**config.mk**
```make
export PLATFORM = sky130hd
export DESIGN_NAME = euclidean_rhythm_generator
export DESIGN_NICKNAME = d
export VERILOG_FILES = /design/src/sv/erg_pkg.sv /design/src/sv/euclidean_rhythm_generator.sv /design/src/sv/erg_ctrl.sv /design/src/sv/erg_dpath.sv
export SDC_FILE = /design/constraint.sdc
export NUM_CORES = 1
export LEC_CHECK = 0
export BUFFER_PORTS_ARGS = -buffer_cell sky130_fd_sc_hd__clkbuf_2
export CAP_MARGIN = 10
export CORE_MARGIN = 1.5
export CORE_UTILIZATION = 60
export CTS_BUF_LIST = sky130_fd_sc_hd__clkbuf_4
export DETAILED_ROUTE_END_ITERATION = 8
export GPL_TIMING_DRIVEN = 0
export PLACE_DENSITY = 0.91
export SYNTH_ARGS = -nofsm -noshare
export SYNTH_HDL_FRONTEND = slang
export SYNTH_SLANG_ARGS = --single-unit
```
**constraint.sdc**
```tcl
create_clock -name clk -period 4.11 [get_ports clk]
set_input_delay 0.2055 -clock clk [delete_from_list [all_inputs] [get_ports clk]]
set_output_delay 0.2055 -clock clk [all_outputs]
set_load 0.005 [all_outputs]
```
**src/sv/erg_pkg.sv**
```systemverilog
// Shared types, constants and helpers for the Euclidean rhythm generator.
// No dependencies; every other file of the block imports this package.
package erg_pkg;

  localparam int STEP_W        = 5;
  localparam int PATTERN_W     = 16;
  localparam int MAX_STEPS_DEF = 16;
  localparam int RLEN_W        = $clog2(PATTERN_W + (1 << STEP_W));

  // Controller to datapath commands, at most one active per cycle.
  typedef struct packed {
    logic load;
    logic pair;
    logic cat_x;
    logic cat_y;
    logic emit;
  } cmd_t;

  // Datapath to controller status.
  typedef struct packed {
    logic pair_last;
    logic x_empty;
    logic y_empty;
  } status_t;

  // Ones in the steps below len, zeros above.
  function automatic logic [PATTERN_W-1:0] len_mask(input logic [STEP_W-1:0] len);
    logic [PATTERN_W-1:0] m;
    m = '0;
    for (int i = 0; i < PATTERN_W; i++) begin
      m[i] = (i < int'(len));
    end
    return m;
  endfunction

endpackage

```
**src/sv/euclidean_rhythm_generator.sv**
```systemverilog
// Euclidean rhythm generator: turns a beat count and a step count into one
// pattern word with the beats spread as evenly as possible over the steps.
// Step counts above MAX_STEPS saturate to MAX_STEPS; beat counts above the step
// count clamp to it; zero steps gives length 0 and an all-zero pattern. Bit i of
// pattern is step i (first step in the LSB); steps from 16 up are not returned.
// One item at a time: the block takes an item, holds req_stall high while it
// works, and frees up as soon as the result sits in the output register, so the
// next item may enter while that result still waits on rsp_stall. An item passes
// through a load step, the pairing rounds (1 to 7 rounds with the default
// MAX_STEPS of 16, set by the subtractive pairing loop; more for a larger bound),
// one step per copy appended by the shift-and-OR appender (at most 16 copies
// reach the word), a closing step for each of the two append passes and an emit
// step; an item takes longest when every step is a copy of its own (no beats, or
// every step a beat, over 16 steps). A result still stalled at the output adds
// its stall cycles to the emit step of the following item.
// Depends on erg_pkg, erg_ctrl and erg_dpath.
module euclidean_rhythm_generator #(
  parameter int MAX_STEPS = erg_pkg::MAX_STEPS_DEF
) (
  input  logic                          clk,
  input  logic                          rst,
  input  logic                          req_valid,
  output logic                          req_stall,
  input  logic [erg_pkg::STEP_W-1:0]    beat_count,
  input  logic [erg_pkg::STEP_W-1:0]    step_count,
  output logic                          rsp_valid,
  input  logic                          rsp_stall,
  output logic [erg_pkg::PATTERN_W-1:0] pattern,
  output logic [erg_pkg::STEP_W-1:0]    pattern_length
);
  import erg_pkg::*;

  cmd_t    cmd;
  status_t st;

  // sequencing: load, pair until a count drops to one, append, emit
  erg_ctrl u_ctrl (
    .clk       (clk),
    .rst       (rst),
    .req_valid (req_valid),
    .req_stall (req_stall),
    .rsp_valid (rsp_valid),
    .rsp_stall (rsp_stall),
    .cmd       (cmd),
    .st        (st)
  );

  // pairing registers, appender and the output register
  erg_dpath #(
    .MAX_STEPS (MAX_STEPS)
  ) u_dpath (
    .clk            (clk),
    .cmd            (cmd),
    .st             (st),
    .beat_count     (beat_count),
    .step_count     (step_count),
    .pattern        (pattern),
    .pattern_length (pattern_length)
  );

  // no onset beyond the pattern length
  a_tail_clear: assert property (@(posedge clk) disable iff (rst)
    rsp_valid |-> ((pattern & ~len_mask(pattern_length)) == '0))
    else $error("pattern has onsets past pattern_length");

  // the length never exceeds the saturation bound
  a_len_bound: assert property (@(posedge clk) disable iff (rst)
    rsp_valid |-> (int'(pattern_length) <= MAX_STEPS))
    else $error("pattern_length above MAX_STEPS");

  // an item in flight keeps the input side closed
  a_busy_stall: assert property (@(posedge clk) disable iff (rst)
    (req_valid && !req_stall) |=> req_stall)
    else $error("input opened again straight after accepting an item");

  // a result is loaded only from the emit step, never over an unread one
  a_no_overwrite: assert property (@(posedge clk) disable iff (rst)
    cmd.emit |-> (!rsp_valid || !rsp_stall))
    else $error("result overwritten while still stalled");

endmodule

```
**src/sv/erg_ctrl.sv**
```systemverilog
// Sequencing state machine for the Euclidean rhythm generator.
// Depends on erg_pkg for the command and status structs.
module erg_ctrl (
  input  logic             clk,
  input  logic             rst,
  input  logic             req_valid,
  output logic             req_stall,
  output logic             rsp_valid,
  input  logic             rsp_stall,
  output erg_pkg::cmd_t    cmd,
  input  erg_pkg::status_t st
);
  import erg_pkg::*;

  localparam logic [2:0] S_IDLE = 3'd0;
  localparam logic [2:0] S_PAIR = 3'd1;
  localparam logic [2:0] S_CATX = 3'd2;
  localparam logic [2:0] S_CATY = 3'd3;
  localparam logic [2:0] S_EMIT = 3'd4;

  logic [2:0] state;
  logic [2:0] state_next;
  logic       rsp_valid_next;

  assign req_stall = (state != S_IDLE);

  always_comb begin
    state_next = state;
    cmd        = '0;
    case (state)
      S_IDLE: begin
        if (req_valid) begin
          cmd.load   = 1'b1;
          state_next = S_PAIR;
        end
      end
      S_PAIR: begin
        cmd.pair = 1'b1;
        if (st.pair_last) begin
          state_next = S_CATX;
        end
      end
      S_CATX: begin
        if (st.x_empty) begin
          state_next = S_CATY;
        end else begin
          cmd.cat_x = 1'b1;
        end
      end
      S_CATY: begin
        if (st.y_empty) begin
          state_next = S_EMIT;
        end else begin
          cmd.cat_y = 1'b1;
        end
      end
      S_EMIT: begin
        // hold until the output register is free
        if (!rsp_valid || !rsp_stall) begin
          cmd.emit   = 1'b1;
          state_next = S_IDLE;
        end
      end
      default: begin
        state_next = S_IDLE;
      end
    endcase
  end

  always_comb begin
    if (cmd.emit) begin
      rsp_valid_next = 1'b1;
    end else if (!rsp_stall) begin
      rsp_valid_next = 1'b0;
    end else begin
      rsp_valid_next = rsp_valid;
    end
  end

  always_ff @(posedge clk) begin
    if (rst) begin
      state     <= S_IDLE;
      rsp_valid <= 1'b0;
    end else begin
      state     <= state_next;
      rsp_valid <= rsp_valid_next;
    end
  end

endmodule

```
**src/sv/erg_dpath.sv**
```systemverilog
// Datapath of the Euclidean rhythm generator: pairing registers, appender and
// output register. Depends on erg_pkg for widths, structs and the length mask.
module erg_dpath #(
  parameter int MAX_STEPS = erg_pkg::MAX_STEPS_DEF
) (
  input  logic                             clk,
  input  erg_pkg::cmd_t                    cmd,
  output erg_pkg::status_t                 st,
  input  logic [erg_pkg::STEP_W-1:0]       beat_count,
  input  logic [erg_pkg::STEP_W-1:0]       step_count,
  output logic [erg_pkg::PATTERN_W-1:0]    pattern,
  output logic [erg_pkg::STEP_W-1:0]       pattern_length
);
  import erg_pkg::*;

  localparam int CMP_W = $clog2(MAX_STEPS + 1) > STEP_W ? $clog2(MAX_STEPS + 1) : STEP_W;

  logic [PATTERN_W-1:0] x_bits, y_bits, r_bits;
  logic [STEP_W-1:0]    x_len, y_len, xa, ya, steps;
  logic [RLEN_W-1:0]    r_len;

  logic [STEP_W-1:0]    steps_c, beats_c, xa_next, ya_next;
  logic                 x_wins;

  // saturate the step count, then clamp beats to it
  always_comb begin
    if (CMP_W'(step_count) > CMP_W'(MAX_STEPS)) begin
      steps_c = STEP_W'(MAX_STEPS);
    end else begin
      steps_c = step_count;
    end
    beats_c = (beat_count > steps_c) ? steps_c : beat_count;
  end

  // one pairing round
  assign x_wins  = (xa >= ya);
  assign xa_next = x_wins ? ya : xa;
  assign ya_next = x_wins ? (xa - ya) : (ya - xa);

  assign st.pair_last = (xa_next <= STEP_W'(1)) || (ya_next <= STEP_W'(1));
  // copies that would start past the word drop out
  assign st.x_empty   = (xa == '0) || (r_len >= RLEN_W'(PATTERN_W));
  assign st.y_empty   = (ya == '0) || (r_len >= RLEN_W'(PATTERN_W));

  always_ff @(posedge clk) begin
    if (cmd.load) begin
      x_bits <= PATTERN_W'(1);
      x_len  <= STEP_W'(1);
      y_bits <= '0;
      y_len  <= STEP_W'(1);
      xa     <= beats_c;
      ya     <= steps_c - beats_c;
      steps  <= steps_c;
      r_bits <= '0;
      r_len  <= '0;
    end else if (cmd.pair) begin
      xa     <= xa_next;
      ya     <= ya_next;
      x_bits <= x_bits | (y_bits << x_len);
      x_len  <= x_len + y_len;
      if (x_wins) begin
        y_bits <= x_bits;
        y_len  <= x_len;
      end
    end else if (cmd.cat_x) begin
      r_bits <= r_bits | (x_bits << r_len);
      r_len  <= r_len + RLEN_W'(x_len);
      xa     <= xa - STEP_W'(1);
    end else if (cmd.cat_y) begin
      r_bits <= r_bits | (y_bits << r_len);
      r_len  <= r_len + RLEN_W'(y_len);
      ya     <= ya - STEP_W'(1);
    end
  end

  always_ff @(posedge clk) begin
    if (cmd.emit) begin
      pattern        <= r_bits & len_mask(steps);
      pattern_length <= steps;
    end
  end

endmodule

```
==> flow_summary.ini <==
[worst_setup_path]
critPathMaxStageDelay_ns = 0.55
r2r_slack_ns = 0.41
crit_path_end_kind = flop
crit_path_max_fanout = 10
start_kind = flop
path_class = flop to flop
critPathLaunch = u_dpath.xa[1]$_DFFE_PP_
reg2reg_from = u_dpath.xa[1]$_DFFE_PP_
cp.depth = 16
slowest_stage = edfxtp_1
crit_family = simple AND/OR/NAND/NOR gates
ff2ff_path_depth = 16
cp_cell_sequence = inv_1 -> ha_1 -> or4b_1 -> nand3_4 -> buf_6 -> buf_4 -> nand2_1 -> o21ai_0 -> ha_1 -> a21o_1 -> a21oi_1 -> nor2b_1 -> o21ai_0 -> nand2b_1 -> a21oi_1 -> nor2_1
critPathBufInv = 3
reg2reg_to = u_dpath.r_len[5]$_SDFFE_PP0P_
worstPathArrival_ns = 4.08
crit_path_end = u_dpath.r_len[5]$_SDFFE_PP0P_
worstPathRequired_ns = 4.50

[worst_hold_path]
hold_path.class = input port to flop

[timing]
slew_violations = 0
period_share_pct = 89.9
max_clock_freq_mhz = 271
finalSetupTns_ns = 0
worst_pin_slew_ns = 0.977
relSlewSlack_pct = 34.8
setup_viol = 0
worst_clock_skew_ns = 0.0290
period_minus_slack_ns = 3.70
grt_setup_unrepaired = no
finalHoldViolations = 0

[floorplan]
fp-row-count = 38
start_util_pct = 61.4
die_y_um = 108
io_pins = 37
die_x_um = 108
die_area_um2 = 11700
core_area_um2 = 10800

[final_layout]
stdcell_area_um2 = 7210
final_util_pct = 66.6
antenna_cells = 0
drive_gt1_share_pct = 12.5
nNetsFinal = 859
syn2layout_area_growth_pct = 8.32
fillerInstances = 894

[synthesis]
syn_inst = 760
synth_area_per_cell_um2 = 8.76
syn_area_um2 = 6660
synth_ff_type = dfxtp_1
async_flop_share_pct = 0
synth_largest_area_cell = dfxtp_1
ys_ff_latch = 104
synth_area_leaders = dfxtp_1 20%, edfxtp_1 16%, mux2i_1 7.4%
yosys.cell_types.count = 80
synth_top_area_share_pct = 20.4
ys.warnings.count = 0
synth_seq_area_share_pct = 36.7
syn_nets = 809
synth_edf_count = 36

[power]
p_per_area_nw_per_um2 = 677
seqPwrFrac_pct = 32.5
power_frac_clock_pct = 12.6
peakVddDrop_mv = 0.704
combPwrFrac_pct = 54.9
netSwitchingFraction_pct = 46.6
p_sw_w = 0.00227
p_int_w = 0.00261
power.static_leakage_nw = 2.88
design_power_total_w = 0.00488

[drt]
drt_pass1_iterations = 5
drtIter0Drc = 542
routedWlPerCell_um = 18.0
antenna_left = 0
vias_per_cell = 6.23
drc = 0
num_vias = 5954
totalWireLength_mm = 17.1

[clock_network]
cts_inserted_buffers = 9
cts.sinks = 104
post_cts_buffers = 0
clk_pin_slew_worst_paths_ns = 0.17
cts_tree = yes
htreeDepth = 3
insertion_delay_ns = 0.50
clock_path_buffers = 2
cts-root-buf = clkbuf_4

[place]
port_buffers = 36
gp_congestion = 0.970
postPlaceCellArea_um2 = 7030
hpwlAfterDp_mm = 13.0

[global_route]
grtUsageMet2_pct = 49.6
use_met1_pct = 38.6
grt_pass1_wl_mm = 27.4
grt-ovfl-total = 0
track_usage_pct = 30.1
grt_pass1_vias = 5569
busiest_layer = met2
antenna_found_initial = 0
grt_max_degree = 20
grt_util_met3_pct = 5.12

[status]
status = complete, no violations

[flow_run]
maxCapViolCount = 0
## state kept, by name, summed over array words and instances (netlist names), 3 cells and up
signal,count
u_dpath.pattern,16
u_dpath.r_bits,16
u_dpath.x_bits,16
u_dpath.y_bits,16
u_dpath.r_len,6
u_dpath.pattern_length,5
u_dpath.steps,5
u_dpath.x_len,5
u_dpath.xa,5
u_dpath.y_len,5
u_dpath.ya,5
u_ctrl.state,3
## logic make-up after synthesis
kind of cell,share of synthesized area (%)
simple gates,17.4
compound gates,21.6
flops,36.7
buf+inv,4.77
mux,10.6
fa+ha+maj,7.14
xor+xnor,1.84
## cell type report
cell class / instances / area (µm²) / area share [%]
plain buffers: 44 / 198 / 2.74
clock buffers: 9 / 67.6 / 0.937
clock inverters: 7 / 92.6 / 1.28
inverters: 32 / 120 / 1.66
multi-input cells: 580 / 3900 / 54.1
flip-flops and latches: 104 / 2440 / 33.9
well taps: 140 / 175 / 2.43
repair buffers: 39 / 215 / 2.98
## timing repair
action                    in CTS  in global routing
hold endpoints to repair       2                  0
gates resized for setup        0                  0
hold buffers                   2                  0
## worst min-delay path by stage
stage	startpoint	endpoint	slack, ns	cells past startpoint
floorplan	rst	u_ctrl.rsp_valid$_SDFFE_PP0P_	0.27	1
global placement	u_dpath.r_bits[7]$_SDFFE_PP0P_	u_dpath.r_bits[7]$_SDFFE_PP0P_	0.44	1
detailed placement	u_dpath.r_bits[2]$_SDFFE_PP0P_	u_dpath.r_bits[2]$_SDFFE_PP0P_	0.46	1
finish	step_count[4]	u_dpath.steps[4]$_DFFE_PP_	0.002	2
CTS	step_count[4]	u_dpath.steps[4]$_DFFE_PP_	0.0003	2
global route	step_count[4]	u_dpath.steps[4]$_DFFE_PP_	0.02	2
## power by group through the flow
stage	Combinational, W	Sequential (W)	Clock [W]
2_1_floorplan	0.00202	0.00150	0
3_5_place_dp	0.00260	0.00159	0
6_report	0.00268	0.00159	0.000616
4_1_cts	0.00262	0.00157	0.000606
5_1_grt	0.00291	0.00160	0.000644
3_3_place_gp	0.00252	0.00159	0
## metrics by stage
stage | setup WS [ns] | cells | hold WS [ns]
final | 0.415 | 955 | 0.00174
after detailed placement | 0.360 | 937 | 0.456
after floorplan | 0.869 | 760 | 0.275
after global placement | 0.432 | 936 | 0.442
after CTS | 0.450 | 955 | 0.000257
after global routing | 0.256 | 955 | 0.0197
## metal layers
layer  wire (µm)  share of wire, %
met5           0                 0
met2        8030                47
met3        1500               8.7
met4         516               3.0
met1        7100                41
## Yosys cell counts (all sizes together) (13+ instances only)
cell type / count
o21ai: 42
ha: 30
edfxtp: 36
dfxtp: 68
inv: 31
a21oi: 74
mux2i: 49
buf: 15
nor2: 52
nor2b: 13
a31oi: 14
nand2b: 16
nand2: 110
clkbuf: 29
mux2: 15
nor3: 13
## placed cells by master (no fill, tap or decap), types with 7 or more instances in the layout
cell type / netlist / final
nor2b_1: 13 / 13
mux2_2: 14 / 14
o22ai_1: 7 / 7
nor2_1: 52 / 52
a221oi_1: 8 / 8
o21ai_0: 36 / 36
buf_2: 8 / 8
nand2b_1: 15 / 15
a211oi_1: 7 / 7
o21a_1: 12 / 12
dfxtp_1: 68 / 68
xor2_1: 9 / 9
nor3_1: 13 / 13
clkbuf_4: 0 / 9
nand3_1: 11 / 11
clkbuf_2: 0 / 36
edfxtp_1: 36 / 36
ha_1: 30 / 30
a21o_1: 10 / 10
clkbuf_1: 29 / 29
a31oi_1: 13 / 13
a21oi_1: 73 / 72
nand2_1: 110 / 110
mux2i_1: 49 / 49
inv_1: 30 / 30
Power figures use the tool's default switching activity.
